==> src/lph_pkg.sv <==
// ----------------------------------------------------------------------------
// lph_pkg
// Shared widths, request and register codes, and the command and status
// structs that join the controller to the datapath.
// ----------------------------------------------------------------------------
package lph_pkg;

   // payload and register widths
   localparam int KEY_W  = 31;
   localparam int DIV_W  = 16;
   localparam int SIZE_W = 5;
   localparam int IDX_W  = 4;
   localparam int REQ_W  = 2;

   // request types
   localparam logic [REQ_W-1:0] REQ_CLEAR  = 2'd0;
   localparam logic [REQ_W-1:0] REQ_INSERT = 2'd1;
   localparam logic [REQ_W-1:0] REQ_SEARCH = 2'd2;
   localparam logic [REQ_W-1:0] REQ_READ   = 2'd3;

   // configuration register indexes
   localparam logic CSR_TABLE_SIZE   = 1'b0;
   localparam logic CSR_HASH_DIVISOR = 1'b1;

   // controller to datapath commands
   typedef struct packed {
      logic load;           // capture the accepted request
      logic clear;          // empty the table
      logic hash1_go;       // start key mod divisor
      logic hash2_go;       // start reduction into the table size
      logic hash2_from_key; // second reduction takes the raw key
      logic take_home;      // load the home slot, first probe
      logic ram_rd;         // issue a slot store read
      logic sel_idx;        // read address from the request slot index
      logic read_done;      // build the read result
      logic probe_chk;      // evaluate one probe
      logic emit;           // move the result into the output register
   } ctrl_cmd_type;

   // datapath to controller status
   typedef struct packed {
      logic [REQ_W-1:0] req_type;
      logic             div_zero;
      logic             mod_done;
      logic             probe_end;
   } dp_status_type;

endpackage

==> src/lph_ram.sv <==
// ----------------------------------------------------------------------------
// lph_ram
// Generic simple dual-port RAM, one write port, one read port with
// registered read data.
// ----------------------------------------------------------------------------
module lph_ram #(
   parameter int WIDTH = 31,
   parameter int DEPTH = 16,
   parameter int AW    = (DEPTH > 1) ? $clog2(DEPTH) : 1
) (
   input  logic             clock,
   input  logic             wr_en,
   input  logic [AW-1:0]    wr_addr,
   input  logic [WIDTH-1:0] wr_data,
   input  logic             rd_en,
   input  logic [AW-1:0]    rd_addr,
   output logic [WIDTH-1:0] rd_data
);

   logic [WIDTH-1:0] mem_ff [DEPTH];
   logic [WIDTH-1:0] rd_data_ff;

   // write port
   always_ff @(posedge clock) begin
      if (wr_en) begin
         mem_ff[wr_addr] <= wr_data;
      end
   end

   // registered read port
   always_ff @(posedge clock) begin
      if (rd_en) begin
         rd_data_ff <= mem_ff[rd_addr];
      end
   end

   assign rd_data = rd_data_ff;

endmodule

==> src/lph_mod_unit.sv <==
// ----------------------------------------------------------------------------
// lph_mod_unit
// Iterative restoring remainder unit, one dividend bit per cycle. Gives
// dividend mod divisor after KEY_W steps and holds it until restarted.
// ----------------------------------------------------------------------------
module lph_mod_unit (
   input  logic                      clock,
   input  logic                      reset,
   input  logic                      start,
   input  logic [lph_pkg::KEY_W-1:0] dividend,
   input  logic [lph_pkg::DIV_W-1:0] divisor,
   output logic                      done,
   output logic [lph_pkg::DIV_W-1:0] remainder
);

   localparam int CNT_W = $clog2(lph_pkg::KEY_W + 1);

   logic                      busy_ff, busy_in;
   logic                      done_ff, done_in;
   logic [CNT_W-1:0]          cnt_ff, cnt_in;
   logic [lph_pkg::KEY_W-1:0] dvd_ff, dvd_in;
   logic [lph_pkg::DIV_W-1:0] dsr_ff, dsr_in;
   logic [lph_pkg::DIV_W-1:0] rem_ff, rem_in;
   logic [lph_pkg::DIV_W:0]   trial;
   logic [lph_pkg::DIV_W:0]   dsr_ext;

   // one restoring step
   always_comb begin
      trial   = {rem_ff, dvd_ff[lph_pkg::KEY_W-1]};
      dsr_ext = {1'b0, dsr_ff};
      busy_in = busy_ff;
      done_in = 1'b0;
      cnt_in  = cnt_ff;
      dvd_in  = dvd_ff;
      dsr_in  = dsr_ff;
      rem_in  = rem_ff;
      if (start) begin
         busy_in = 1'b1;
         cnt_in  = CNT_W'(lph_pkg::KEY_W);
         dvd_in  = dividend;
         dsr_in  = divisor;
         rem_in  = '0;
      end else if (busy_ff) begin
         dvd_in = {dvd_ff[lph_pkg::KEY_W-2:0], 1'b0};
         if (trial >= dsr_ext) begin
            rem_in = lph_pkg::DIV_W'(trial - dsr_ext);
         end else begin
            rem_in = trial[lph_pkg::DIV_W-1:0];
         end
         cnt_in = cnt_ff - CNT_W'(1);
         if (cnt_ff == CNT_W'(1)) begin
            busy_in = 1'b0;
            done_in = 1'b1;
         end
      end
   end

   // control state
   always_ff @(posedge clock) begin
      if (reset) begin
         busy_ff <= 1'b0;
         done_ff <= 1'b0;
         cnt_ff  <= '0;
      end else begin
         busy_ff <= busy_in;
         done_ff <= done_in;
         cnt_ff  <= cnt_in;
      end
   end

   // operand and remainder registers
   always_ff @(posedge clock) begin
      dvd_ff <= dvd_in;
      dsr_ff <= dsr_in;
      rem_ff <= rem_in;
   end

   assign done      = done_ff;
   assign remainder = rem_ff;

endmodule

==> src/lph_datapath.sv <==
// ----------------------------------------------------------------------------
// lph_datapath
// Request registers, home slot hashing, probe pointer and count, slot
// occupancy bits, slot key store and the result registers.
// ----------------------------------------------------------------------------
module lph_datapath #(
   parameter int SLOTS = 16,
   parameter int AW    = (SLOTS > 1) ? $clog2(SLOTS) : 1
) (
   input  logic                       clock,
   input  logic                       reset,
   input  logic [lph_pkg::REQ_W-1:0]  req_type,
   input  logic [lph_pkg::KEY_W-1:0]  req_key,
   input  logic [lph_pkg::IDX_W-1:0]  req_slot_index,
   input  logic [lph_pkg::SIZE_W-1:0] table_size,
   input  logic [lph_pkg::DIV_W-1:0]  hash_divisor,
   input  lph_pkg::ctrl_cmd_type      cmd,
   output lph_pkg::dp_status_type     status,
   output logic                       rsp_found,
   output logic [lph_pkg::SIZE_W-1:0] rsp_probes,
   output logic [lph_pkg::SIZE_W-1:0] rsp_slot_position,
   output logic [lph_pkg::KEY_W-1:0]  rsp_slot_key
);

   localparam logic [lph_pkg::SIZE_W-1:0] SLOTS_W = lph_pkg::SIZE_W'(SLOTS);

   // request registers
   logic [lph_pkg::REQ_W-1:0]  type_ff;
   logic [lph_pkg::KEY_W-1:0]  key_ff;
   logic [lph_pkg::IDX_W-1:0]  idx_ff;

   // probe state and working result
   logic [AW-1:0]              ptr_ff, ptr_in;
   logic [lph_pkg::SIZE_W-1:0] probes_ff, probes_in;
   logic                       found_ff, found_in;
   logic [lph_pkg::SIZE_W-1:0] pos_ff, pos_in;
   logic [lph_pkg::KEY_W-1:0]  skey_ff, skey_in;
   logic [SLOTS-1:0]           occ_ff, occ_in;

   // output registers
   logic                       out_found_ff;
   logic [lph_pkg::SIZE_W-1:0] out_probes_ff;
   logic [lph_pkg::SIZE_W-1:0] out_pos_ff;
   logic [lph_pkg::KEY_W-1:0]  out_skey_ff;

   logic [lph_pkg::SIZE_W-1:0] size;
   logic                       mod_start;
   logic [lph_pkg::KEY_W-1:0]  mod_dividend;
   logic [lph_pkg::DIV_W-1:0]  mod_divisor;
   logic                       mod_done;
   logic [lph_pkg::DIV_W-1:0]  mod_rem;
   logic                       ram_wr;
   logic [AW-1:0]              ram_rd_addr;
   logic [lph_pkg::KEY_W-1:0]  ram_rdata;
   logic [AW-1:0]              idx_addr;
   logic                       idx_in_range;
   logic                       occ_here;
   logic                       is_insert;
   logic                       is_search;
   logic                       key_match;
   logic [lph_pkg::SIZE_W-1:0] ptr_next;
   logic [lph_pkg::SIZE_W-1:0] ptr_pos;

   // active table size: zero reads as one, saturates at the slot count
   always_comb begin
      if (table_size == '0) begin
         size = lph_pkg::SIZE_W'(1);
      end else if (table_size > SLOTS_W) begin
         size = SLOTS_W;
      end else begin
         size = table_size;
      end
   end

   // request capture
   always_ff @(posedge clock) begin
      if (cmd.load) begin
         type_ff <= req_type;
         key_ff  <= req_key;
         idx_ff  <= req_slot_index;
      end
   end

   // shared remainder unit: key mod nonzero divisor, then mod table size
   always_comb begin
      mod_start = cmd.hash1_go | cmd.hash2_go;
      if (cmd.hash1_go || cmd.hash2_from_key) begin
         mod_dividend = key_ff;
      end else begin
         mod_dividend = lph_pkg::KEY_W'(mod_rem);
      end
      if (cmd.hash1_go) begin
         mod_divisor = hash_divisor;
      end else begin
         mod_divisor = lph_pkg::DIV_W'(size);
      end
   end

   lph_mod_unit u_mod (
      .clock     (clock),
      .reset     (reset),
      .start     (mod_start),
      .dividend  (mod_dividend),
      .divisor   (mod_divisor),
      .done      (mod_done),
      .remainder (mod_rem)
   );

   // probe decode
   assign is_insert    = (type_ff == lph_pkg::REQ_INSERT);
   assign is_search    = (type_ff == lph_pkg::REQ_SEARCH);
   assign occ_here     = occ_ff[ptr_ff];
   assign key_match    = (ram_rdata == key_ff);
   assign ptr_pos      = lph_pkg::SIZE_W'(ptr_ff) + lph_pkg::SIZE_W'(1);
   assign ptr_next     = ptr_pos;
   assign idx_addr     = AW'(idx_ff);
   assign idx_in_range = ({1'b0, idx_ff} < SLOTS_W);
   assign ram_wr       = cmd.probe_chk & ~occ_here & is_insert;
   assign ram_rd_addr  = cmd.sel_idx ? idx_addr : ptr_ff;

   lph_ram #(
      .WIDTH (lph_pkg::KEY_W),
      .DEPTH (SLOTS),
      .AW    (AW)
   ) u_slot_store (
      .clock   (clock),
      .wr_en   (ram_wr),
      .wr_addr (ptr_ff),
      .wr_data (key_ff),
      .rd_en   (cmd.ram_rd),
      .rd_addr (ram_rd_addr),
      .rd_data (ram_rdata)
   );

   // working state update
   always_comb begin
      ptr_in    = ptr_ff;
      probes_in = probes_ff;
      found_in  = found_ff;
      pos_in    = pos_ff;
      skey_in   = skey_ff;
      occ_in    = occ_ff;
      if (cmd.clear) begin
         occ_in    = '0;
         probes_in = '0;
         found_in  = 1'b0;
         pos_in    = '0;
         skey_in   = '0;
      end
      if (cmd.take_home) begin
         ptr_in    = AW'(mod_rem);
         probes_in = lph_pkg::SIZE_W'(1);
         found_in  = 1'b0;
         pos_in    = '0;
         skey_in   = '0;
      end
      if (cmd.read_done) begin
         probes_in = '0;
         pos_in    = '0;
         found_in  = idx_in_range & occ_ff[idx_addr];
         skey_in   = (idx_in_range & occ_ff[idx_addr]) ? ram_rdata : '0;
      end
      if (cmd.probe_chk) begin
         if (!occ_here) begin
            // empty slot ends the walk, insert claims it
            if (is_insert) begin
               occ_in[ptr_ff] = 1'b1;
               found_in       = 1'b1;
               pos_in         = ptr_pos;
            end
         end else if (is_search && key_match) begin
            found_in = 1'b1;
            pos_in   = ptr_pos;
         end else if (probes_ff != size) begin
            // step forward with wrap at the active size
            ptr_in    = (ptr_next < size) ? AW'(ptr_next) : '0;
            probes_in = probes_ff + lph_pkg::SIZE_W'(1);
         end
      end
   end

   // occupancy bits
   always_ff @(posedge clock) begin
      if (reset) begin
         occ_ff <= '0;
      end else begin
         occ_ff <= occ_in;
      end
   end

   // working payload registers
   always_ff @(posedge clock) begin
      ptr_ff    <= ptr_in;
      probes_ff <= probes_in;
      found_ff  <= found_in;
      pos_ff    <= pos_in;
      skey_ff   <= skey_in;
   end

   // output register
   always_ff @(posedge clock) begin
      if (cmd.emit) begin
         out_found_ff  <= found_ff;
         out_probes_ff <= probes_ff;
         out_pos_ff    <= pos_ff;
         out_skey_ff   <= skey_ff;
      end
   end

   // status to controller
   always_comb begin
      status.req_type  = type_ff;
      status.div_zero  = (hash_divisor == '0);
      status.mod_done  = mod_done;
      status.probe_end = ~occ_here | (is_search & key_match) | (probes_ff == size);
   end

   assign rsp_found         = out_found_ff;
   assign rsp_probes        = out_probes_ff;
   assign rsp_slot_position = out_pos_ff;
   assign rsp_slot_key      = out_skey_ff;

endmodule

==> src/lph_ctrl.sv <==
// ----------------------------------------------------------------------------
// lph_ctrl
// Request sequencer: dispatches each transaction, runs the hash passes and
// the probe walk, and hands the result to the output register.
// ----------------------------------------------------------------------------
module lph_ctrl (
   input  logic                   clock,
   input  logic                   reset,
   input  logic                   req_valid,
   output logic                   req_stall,
   output logic                   rsp_valid,
   input  logic                   rsp_stall,
   output lph_pkg::ctrl_cmd_type  cmd,
   input  lph_pkg::dp_status_type status
);

   localparam logic [3:0] S_IDLE       = 4'd0;
   localparam logic [3:0] S_DISPATCH   = 4'd1;
   localparam logic [3:0] S_CLEAR      = 4'd2;
   localparam logic [3:0] S_READ       = 4'd3;
   localparam logic [3:0] S_READ_CHK   = 4'd4;
   localparam logic [3:0] S_HASH1_WAIT = 4'd5;
   localparam logic [3:0] S_HASH2      = 4'd6;
   localparam logic [3:0] S_HASH2_WAIT = 4'd7;
   localparam logic [3:0] S_PROBE      = 4'd8;
   localparam logic [3:0] S_PROBE_CHK  = 4'd9;
   localparam logic [3:0] S_DONE       = 4'd10;

   logic [3:0] state_ff, state_in;
   logic       rsp_valid_ff, rsp_valid_in;
   logic       out_free;

   assign out_free = ~rsp_valid_ff | ~rsp_stall;

   // next state and commands
   always_comb begin
      state_in = state_ff;
      cmd      = '0;
      case (state_ff)
         S_IDLE: begin
            if (req_valid) begin
               cmd.load = 1'b1;
               state_in = S_DISPATCH;
            end
         end
         S_DISPATCH: begin
            case (status.req_type)
               lph_pkg::REQ_CLEAR: state_in = S_CLEAR;
               lph_pkg::REQ_READ:  state_in = S_READ;
               default: begin
                  // divisor zero skips the first reduction
                  if (status.div_zero) begin
                     cmd.hash2_go       = 1'b1;
                     cmd.hash2_from_key = 1'b1;
                     state_in           = S_HASH2_WAIT;
                  end else begin
                     cmd.hash1_go = 1'b1;
                     state_in     = S_HASH1_WAIT;
                  end
               end
            endcase
         end
         S_CLEAR: begin
            cmd.clear = 1'b1;
            state_in  = S_DONE;
         end
         S_READ: begin
            cmd.ram_rd  = 1'b1;
            cmd.sel_idx = 1'b1;
            state_in    = S_READ_CHK;
         end
         S_READ_CHK: begin
            cmd.read_done = 1'b1;
            state_in      = S_DONE;
         end
         S_HASH1_WAIT: begin
            if (status.mod_done) begin
               state_in = S_HASH2;
            end
         end
         S_HASH2: begin
            cmd.hash2_go = 1'b1;
            state_in     = S_HASH2_WAIT;
         end
         S_HASH2_WAIT: begin
            if (status.mod_done) begin
               cmd.take_home = 1'b1;
               state_in      = S_PROBE;
            end
         end
         S_PROBE: begin
            cmd.ram_rd = 1'b1;
            state_in   = S_PROBE_CHK;
         end
         S_PROBE_CHK: begin
            cmd.probe_chk = 1'b1;
            state_in      = status.probe_end ? S_DONE : S_PROBE;
         end
         S_DONE: begin
            if (out_free) begin
               cmd.emit = 1'b1;
               state_in = S_IDLE;
            end
         end
         default: state_in = S_IDLE;
      endcase
   end

   // result valid: set on emit, dropped once taken
   always_comb begin
      rsp_valid_in = rsp_valid_ff;
      if (cmd.emit) begin
         rsp_valid_in = 1'b1;
      end else if (rsp_valid_ff && !rsp_stall) begin
         rsp_valid_in = 1'b0;
      end
   end

   always_ff @(posedge clock) begin
      if (reset) begin
         state_ff     <= S_IDLE;
         rsp_valid_ff <= 1'b0;
      end else begin
         state_ff     <= state_in;
         rsp_valid_ff <= rsp_valid_in;
      end
   end

   assign req_stall = (state_ff != S_IDLE);
   assign rsp_valid = rsp_valid_ff;

endmodule

==> src/linear_probe_hash_table.sv <==
// ----------------------------------------------------------------------------
// linear_probe_hash_table
// Open-addressing hash table with linear probing over a slot store RAM.
// ----------------------------------------------------------------------------
// One request is handled at a time. Insert and search first compute the
// home slot with a shared one-bit-per-cycle remainder unit, key mod
// hash_divisor and then mod table size, 31 steps per pass (a single pass
// when the divisor is zero), and then walk the table one probe at a time,
// each a read and then a check through the single read port of the slot
// store, with probes at most the active table size. The next request can
// be accepted in the cycle after a result is emitted, while that result may
// still wait in the output register; a finished result that finds the
// output register still stalled holds the block and its input stall until
// the register is taken. Occupancy bits clear at reset.
// ----------------------------------------------------------------------------
module linear_probe_hash_table #(
   parameter int CAPACITY = 16
) (
   input  logic                       clock,
   input  logic                       reset,
   // request channel
   input  logic                       req_valid,
   output logic                       req_stall,
   input  logic [lph_pkg::REQ_W-1:0]  req_type,
   input  logic [lph_pkg::KEY_W-1:0]  req_key,
   input  logic [lph_pkg::IDX_W-1:0]  req_slot_index,
   // response channel
   output logic                       rsp_valid,
   input  logic                       rsp_stall,
   output logic                       rsp_found,
   output logic [lph_pkg::SIZE_W-1:0] rsp_probes,
   output logic [lph_pkg::SIZE_W-1:0] rsp_slot_position,
   output logic [lph_pkg::KEY_W-1:0]  rsp_slot_key,
   // configuration write channel
   input  logic                       csr_valid,
   output logic                       csr_ready,
   input  logic                       csr_index,
   input  logic [lph_pkg::DIV_W-1:0]  csr_wdata
);

   // a 5-bit table size never reaches past slot 31
   localparam int SIZE_MAX = (1 << lph_pkg::SIZE_W) - 1;
   localparam int SLOTS    = (CAPACITY < SIZE_MAX) ? CAPACITY : SIZE_MAX;

   localparam logic [lph_pkg::SIZE_W-1:0] TABLE_SIZE_RST = 5'd16;
   localparam logic [lph_pkg::DIV_W-1:0]  HASH_DIV_RST   = 16'd11;

   logic [lph_pkg::SIZE_W-1:0] table_size_ff;
   logic [lph_pkg::DIV_W-1:0]  hash_divisor_ff;
   lph_pkg::ctrl_cmd_type      cmd;
   lph_pkg::dp_status_type     status;

   // configuration registers
   assign csr_ready = 1'b1;

   always_ff @(posedge clock) begin
      if (reset) begin
         table_size_ff   <= TABLE_SIZE_RST;
         hash_divisor_ff <= HASH_DIV_RST;
      end else if (csr_valid && csr_ready) begin
         case (csr_index)
            lph_pkg::CSR_TABLE_SIZE:   table_size_ff   <= csr_wdata[lph_pkg::SIZE_W-1:0];
            lph_pkg::CSR_HASH_DIVISOR: hash_divisor_ff <= csr_wdata;
            default: ;
         endcase
      end
   end

   // controller
   lph_ctrl u_ctrl (
      .clock     (clock),
      .reset     (reset),
      .req_valid (req_valid),
      .req_stall (req_stall),
      .rsp_valid (rsp_valid),
      .rsp_stall (rsp_stall),
      .cmd       (cmd),
      .status    (status)
   );

   // datapath
   lph_datapath #(
      .SLOTS (SLOTS)
   ) u_datapath (
      .clock             (clock),
      .reset             (reset),
      .req_type          (req_type),
      .req_key           (req_key),
      .req_slot_index    (req_slot_index),
      .table_size        (table_size_ff),
      .hash_divisor      (hash_divisor_ff),
      .cmd               (cmd),
      .status            (status),
      .rsp_found         (rsp_found),
      .rsp_probes        (rsp_probes),
      .rsp_slot_position (rsp_slot_position),
      .rsp_slot_key      (rsp_slot_key)
   );

`ifndef ASSERT_OFF
   // an accepted request makes the block busy on the next cycle
   a_busy_after_accept: assert property (
      @(posedge clock) disable iff (reset)
      (req_valid && !req_stall) |=> req_stall
   ) else $error("request accepted but block not busy");

   // a miss never reports a slot position
   a_miss_no_position: assert property (
      @(posedge clock) disable iff (reset)
      (rsp_valid && !rsp_found) |-> (rsp_slot_position == '0)
   ) else $error("slot position on a miss");

   // a hit or placement from a probe walk names its slot
   a_hit_has_position: assert property (
      @(posedge clock) disable iff (reset)
      (rsp_valid && rsp_found && (rsp_probes != '0)) |-> (rsp_slot_position != '0)
   ) else $error("probe hit without slot position");

   // probe results never carry a read key
   a_probe_no_key: assert property (
      @(posedge clock) disable iff (reset)
      (rsp_valid && (rsp_probes != '0)) |-> (rsp_slot_key == '0)
   ) else $error("slot key on an insert or search result");
`endif

endmodule

==> config.mk <==
export PLATFORM = sky130hd
export DESIGN_NAME = linear_probe_hash_table
export DESIGN_NICKNAME = d
export VERILOG_FILES = /design/src/lph_pkg.sv /design/src/lph_ram.sv /design/src/lph_mod_unit.sv /design/src/lph_datapath.sv /design/src/lph_ctrl.sv /design/src/linear_probe_hash_table.sv
export SDC_FILE = /design/constraint.sdc
export NUM_CORES = 1
export LEC_CHECK = 0
export BUFFER_PORTS_ARGS = -buffer_cell sky130_fd_sc_hd__buf_2
export CORE_UTILIZATION = 35
export DETAILED_ROUTE_END_ITERATION = 6
export GPL_TIMING_DRIVEN = 0
export SETUP_SLACK_MARGIN = 0.15
export SYNTH_ARGS = -nofsm -noshare
export SYNTH_HDL_FRONTEND = slang
export SYNTH_SLANG_ARGS = --single-unit
==> constraint.sdc <==
create_clock -name clock -period 4.1 [get_ports clock]
set_clock_uncertainty 0.2 [all_clocks]
set_input_delay 0.615 -clock clock [delete_from_list [all_inputs] [get_ports clock]]
set_output_delay 0.615 -clock clock [all_outputs]
set_load 0.02 [all_outputs]
==> impl_metrics.tcl <==
set metrics [dict create \
    fp.dieArea_um2 87900 \
    synthMuxAreaShare 0.108 \
    synth_top_area_share 0.677 \
    floorplan.initialDensity 0.355 \
    ys_ff_latch 764 \
    syn_avg_cell_area_um2 16.8 \
    hold_path_class "in -> reg" \
    synth_compound_area_frac 0.0493 \
    power.density_nw_per_um2 601 \
    clock_sinks 764 \
    die_x_um 296 \
    grt_pass1_vias 17500 \
    leakagePower_nw 12.2 \
    synthesis.area_um2 30300 \
    fmax_mhz 266 \
    avgViaCountPerCell 5.16 \
    synth-async-reset-ratio 0 \
    relSlewSlack 0.150 \
    syn_to_final_growth_pct 18.4 \
    synth_enable_flop_cells 684 \
    grt_start_max_net_pins 32 \
    antenna_found_initial 0 \
    rows 107 \
    synthTopCellsByArea "edfxtp_1, mux4_2, dfxtp_1" \
    wirelength_mm 74.4 \
    crit_path_max_fanout 10 \
    endpoint_kind "register" \
    critPathRequiredTime_ps 4230 \
    path_delay_family "buffers and inverters" \
    ios 104 \
    post-dp-hpwl_mm 49.9 \
    crit_slowest_cell "clkbuf_1" \
    num_antenna_cells 0 \
    grt_use_total 0.171 \
    drv_cap 0 \
    synthTopCellsByCount "edfxtp_1, nand2_1, mux4_2, and2_1, dfxtp_1" \
    chipHeight_um 296 \
    synthFlopType "edfxtp_1" \
    core_region_area_um2 85500 \
    insertion_delay_ps 630 \
    synthCells 1804 \
    antenna_left 0 \
    rsz0062_at_grt "false" \
    fin_crit_ps 3770 \
    path_cells "buf_2 > nor2b_1 > and2_1 > buf_2 > nor2_1 > a21oi_2 > clkbuf_1 > mux4_2 > a211oi_1 > a31oi_1" \
    wl_per_cell_um 22.8 \
    drc 0 \
    yosys.area_share.simple 0.0676 \
    synth_cell_type_count 60 \
    critPathKind "reg -> reg" \
    layout.nets 2144 \
    hold_viol_final 0 \
    critPathLaunchType "register" \
    io_buffers 101 \
    cts_buffer_depth 3 \
    syn_nets 1894 \
    tightest_slew_ps 1240 \
    h-tree-depth 3 \
    outcome "complete, no violations" \
    crit_top_cell "buf_2" \
    irDropWorstVdd_mv 0.272 \
    numCtsBuffers 80 \
    drive_above_1_share 0.212 \
    yosysSeqAreaShare 0.730 \
    synth-xor-area-share 0.0150 \
    yosys.area_share.adder 0.0130 \
    maxSlewViolCount 0 \
    grt_pass1_wl_mm 110 \
    gr-total-overflow 0 \
    gp_congestion 0.876 \
    yosys_warnings 0 \
    yosysMostFrequentCell "edfxtp_1" \
    root_buffer "clkbuf_16" \
    fin_crit_sh 0.918 \
    fill_cells 7597 \
    critPathMaxStageDelay_ps 620 \
    setup-tns-final_ps 0 \
    drt_iter0_drc 1427 \
    yosys.area.top_type "edfxtp_1" \
    arrival_ps 3890 \
    clk_pin_slew_ps 60 \
    fin_util 0.420 \
    cts_tree "yes" \
    cp_num_buf_inv 3 \
    synth_top_family_by_area "multiplexers" \
    vias 16800 \
    drt_first_pass_iters 5 \
    setup_viol 0 \
]
==> cells by family (layout without fill, tap and decap cells) <==
| group | count (synthesis) | after routing |
|---|---|---|
| flops | 764 | 764 |
| simple gates | 429 | 429 |
| buf+inv | 124 | 437 |
| fa+ha+maj | 31 | 31 |
| mux | 159 | 159 |
| other cells | 1 | 1 |
| xor+xnor | 52 | 52 |
| compound gates | 244 | 244 |
==> path summary, 6_finish.rpt <==
path         depth (start not counted)  slack [ps]                                 from                                           end
max                                 10         330      u_ctrl.state_ff[1]$_SDFFE_PP0P_  u_datapath.u_slot_store.rd_data[5]$_DFFE_PP_
min                                  1          30                          req_key[18]               u_datapath.key_ff[18]$_DFFE_PP_
max reg2reg                         10         330      u_ctrl.state_ff[1]$_SDFFE_PP0P_  u_datapath.u_slot_store.rd_data[5]$_DFFE_PP_
min reg2reg                          0         220  u_datapath.skey_ff[6]$_SDFFCE_PN0P_          u_datapath.rsp_slot_key[6]$_DFFE_PP_
==> per-stage QoR <==
stage	hold WS (ps)	total power, mW	std cells	area (µm²)	worst slack, ps
detailed placement	205	14.5	3070	32800	-115
global placement	209	14.2	3049	32300	-1180
CTS	1.41	21.8	3255	35900	80.9
floorplan	200	13.0	1804	30300	568
finish	31.8	21.6	3261	35900	335
global route	10.2	22.5	3261	35900	137
==> worst reg2reg max path: cells and delay by family, from the launching register on <==
family / cells / cell delay, ps
mux: 1 / 430
simple gates: 3 / 540
buf+inv: 3 / 1040
flops: 1 / 310
compound gates: 3 / 960
==> per-layer routing <==
layer  track usage  part of all wire  vias up
li1              -                 -     7501
met1         0.220              0.41     8637
met2         0.289              0.49      543
met3        0.0284             0.060      138
met4        0.0689             0.035        0
met5             0                 0        -
==> state kept, by name (all words and copies together) (netlist names), 2 cells and up <==
signal	count
hash_divisor_ff	16
table_size_ff	5
u_ctrl.state_ff	4
u_datapath.idx_addr	4
u_datapath.key_ff	31
u_datapath.occ_ff	16
u_datapath.pos_ff	5
u_datapath.probes_ff	5
u_datapath.ptr_ff	4
u_datapath.rsp_probes	5
u_datapath.rsp_slot_key	31
u_datapath.rsp_slot_position	5
u_datapath.skey_ff	31
u_datapath.type_ff	2
u_datapath.u_mod.cnt_ff	5
u_datapath.u_mod.dsr_ff	16
u_datapath.u_mod.dvd_ff	31
u_datapath.u_mod.remainder	16
u_datapath.u_slot_store.mem_ff	496
u_datapath.u_slot_store.rd_data	31
==> final cells by class <==
cell class                 count  area (µm²)  share of cell area
sequential                   764       22100               0.616
timing repair buffer         167        1430              0.0398
timing repair inverter         1        7.51            0.000209
inverter                      35         135             0.00376
buffer                        89         407              0.0113
tap                         1144        1430              0.0398
clock inverter                50         453              0.0126
clock buffer                  95        2160              0.0602
multi-input combinational    916        7760               0.216
==> repair_timing <==
item,CTS,global route
resized for setup,6,3
endpoints found under the setup margin,38,15
hold buffers,39,0
buffers inserted,0,6
gates cloned,1,0
pin swaps,0,0
hold endpoints to repair,39,0
==> layout by cell type, fill, tap and decap left out, types with 33 or more instances in the layout <==
cell type,count
and2_1,65
o21ai_0,58
edfxtp_1,684
clkbuf_1,65
inv_1,33
nor2_1,52
nand2_1,205
buf_2,119
mux4_2,134
dfxtp_1,80
dlygate4sd3_1,39
a31oi_1,35
a21oi_1,64
clkbuf_16,83
==> report_power, final <==
| part | switching [mW] | internal (mW) | leakage (nW) |
|---|---|---|---|
| clock network | 2.97 | 4.26 | 1.28 |
| registers | 0.898 | 9.96 | 6.85 |
| logic | 2.18 | 1.34 | 4.08 |
(Power assumes the default switching activity.)
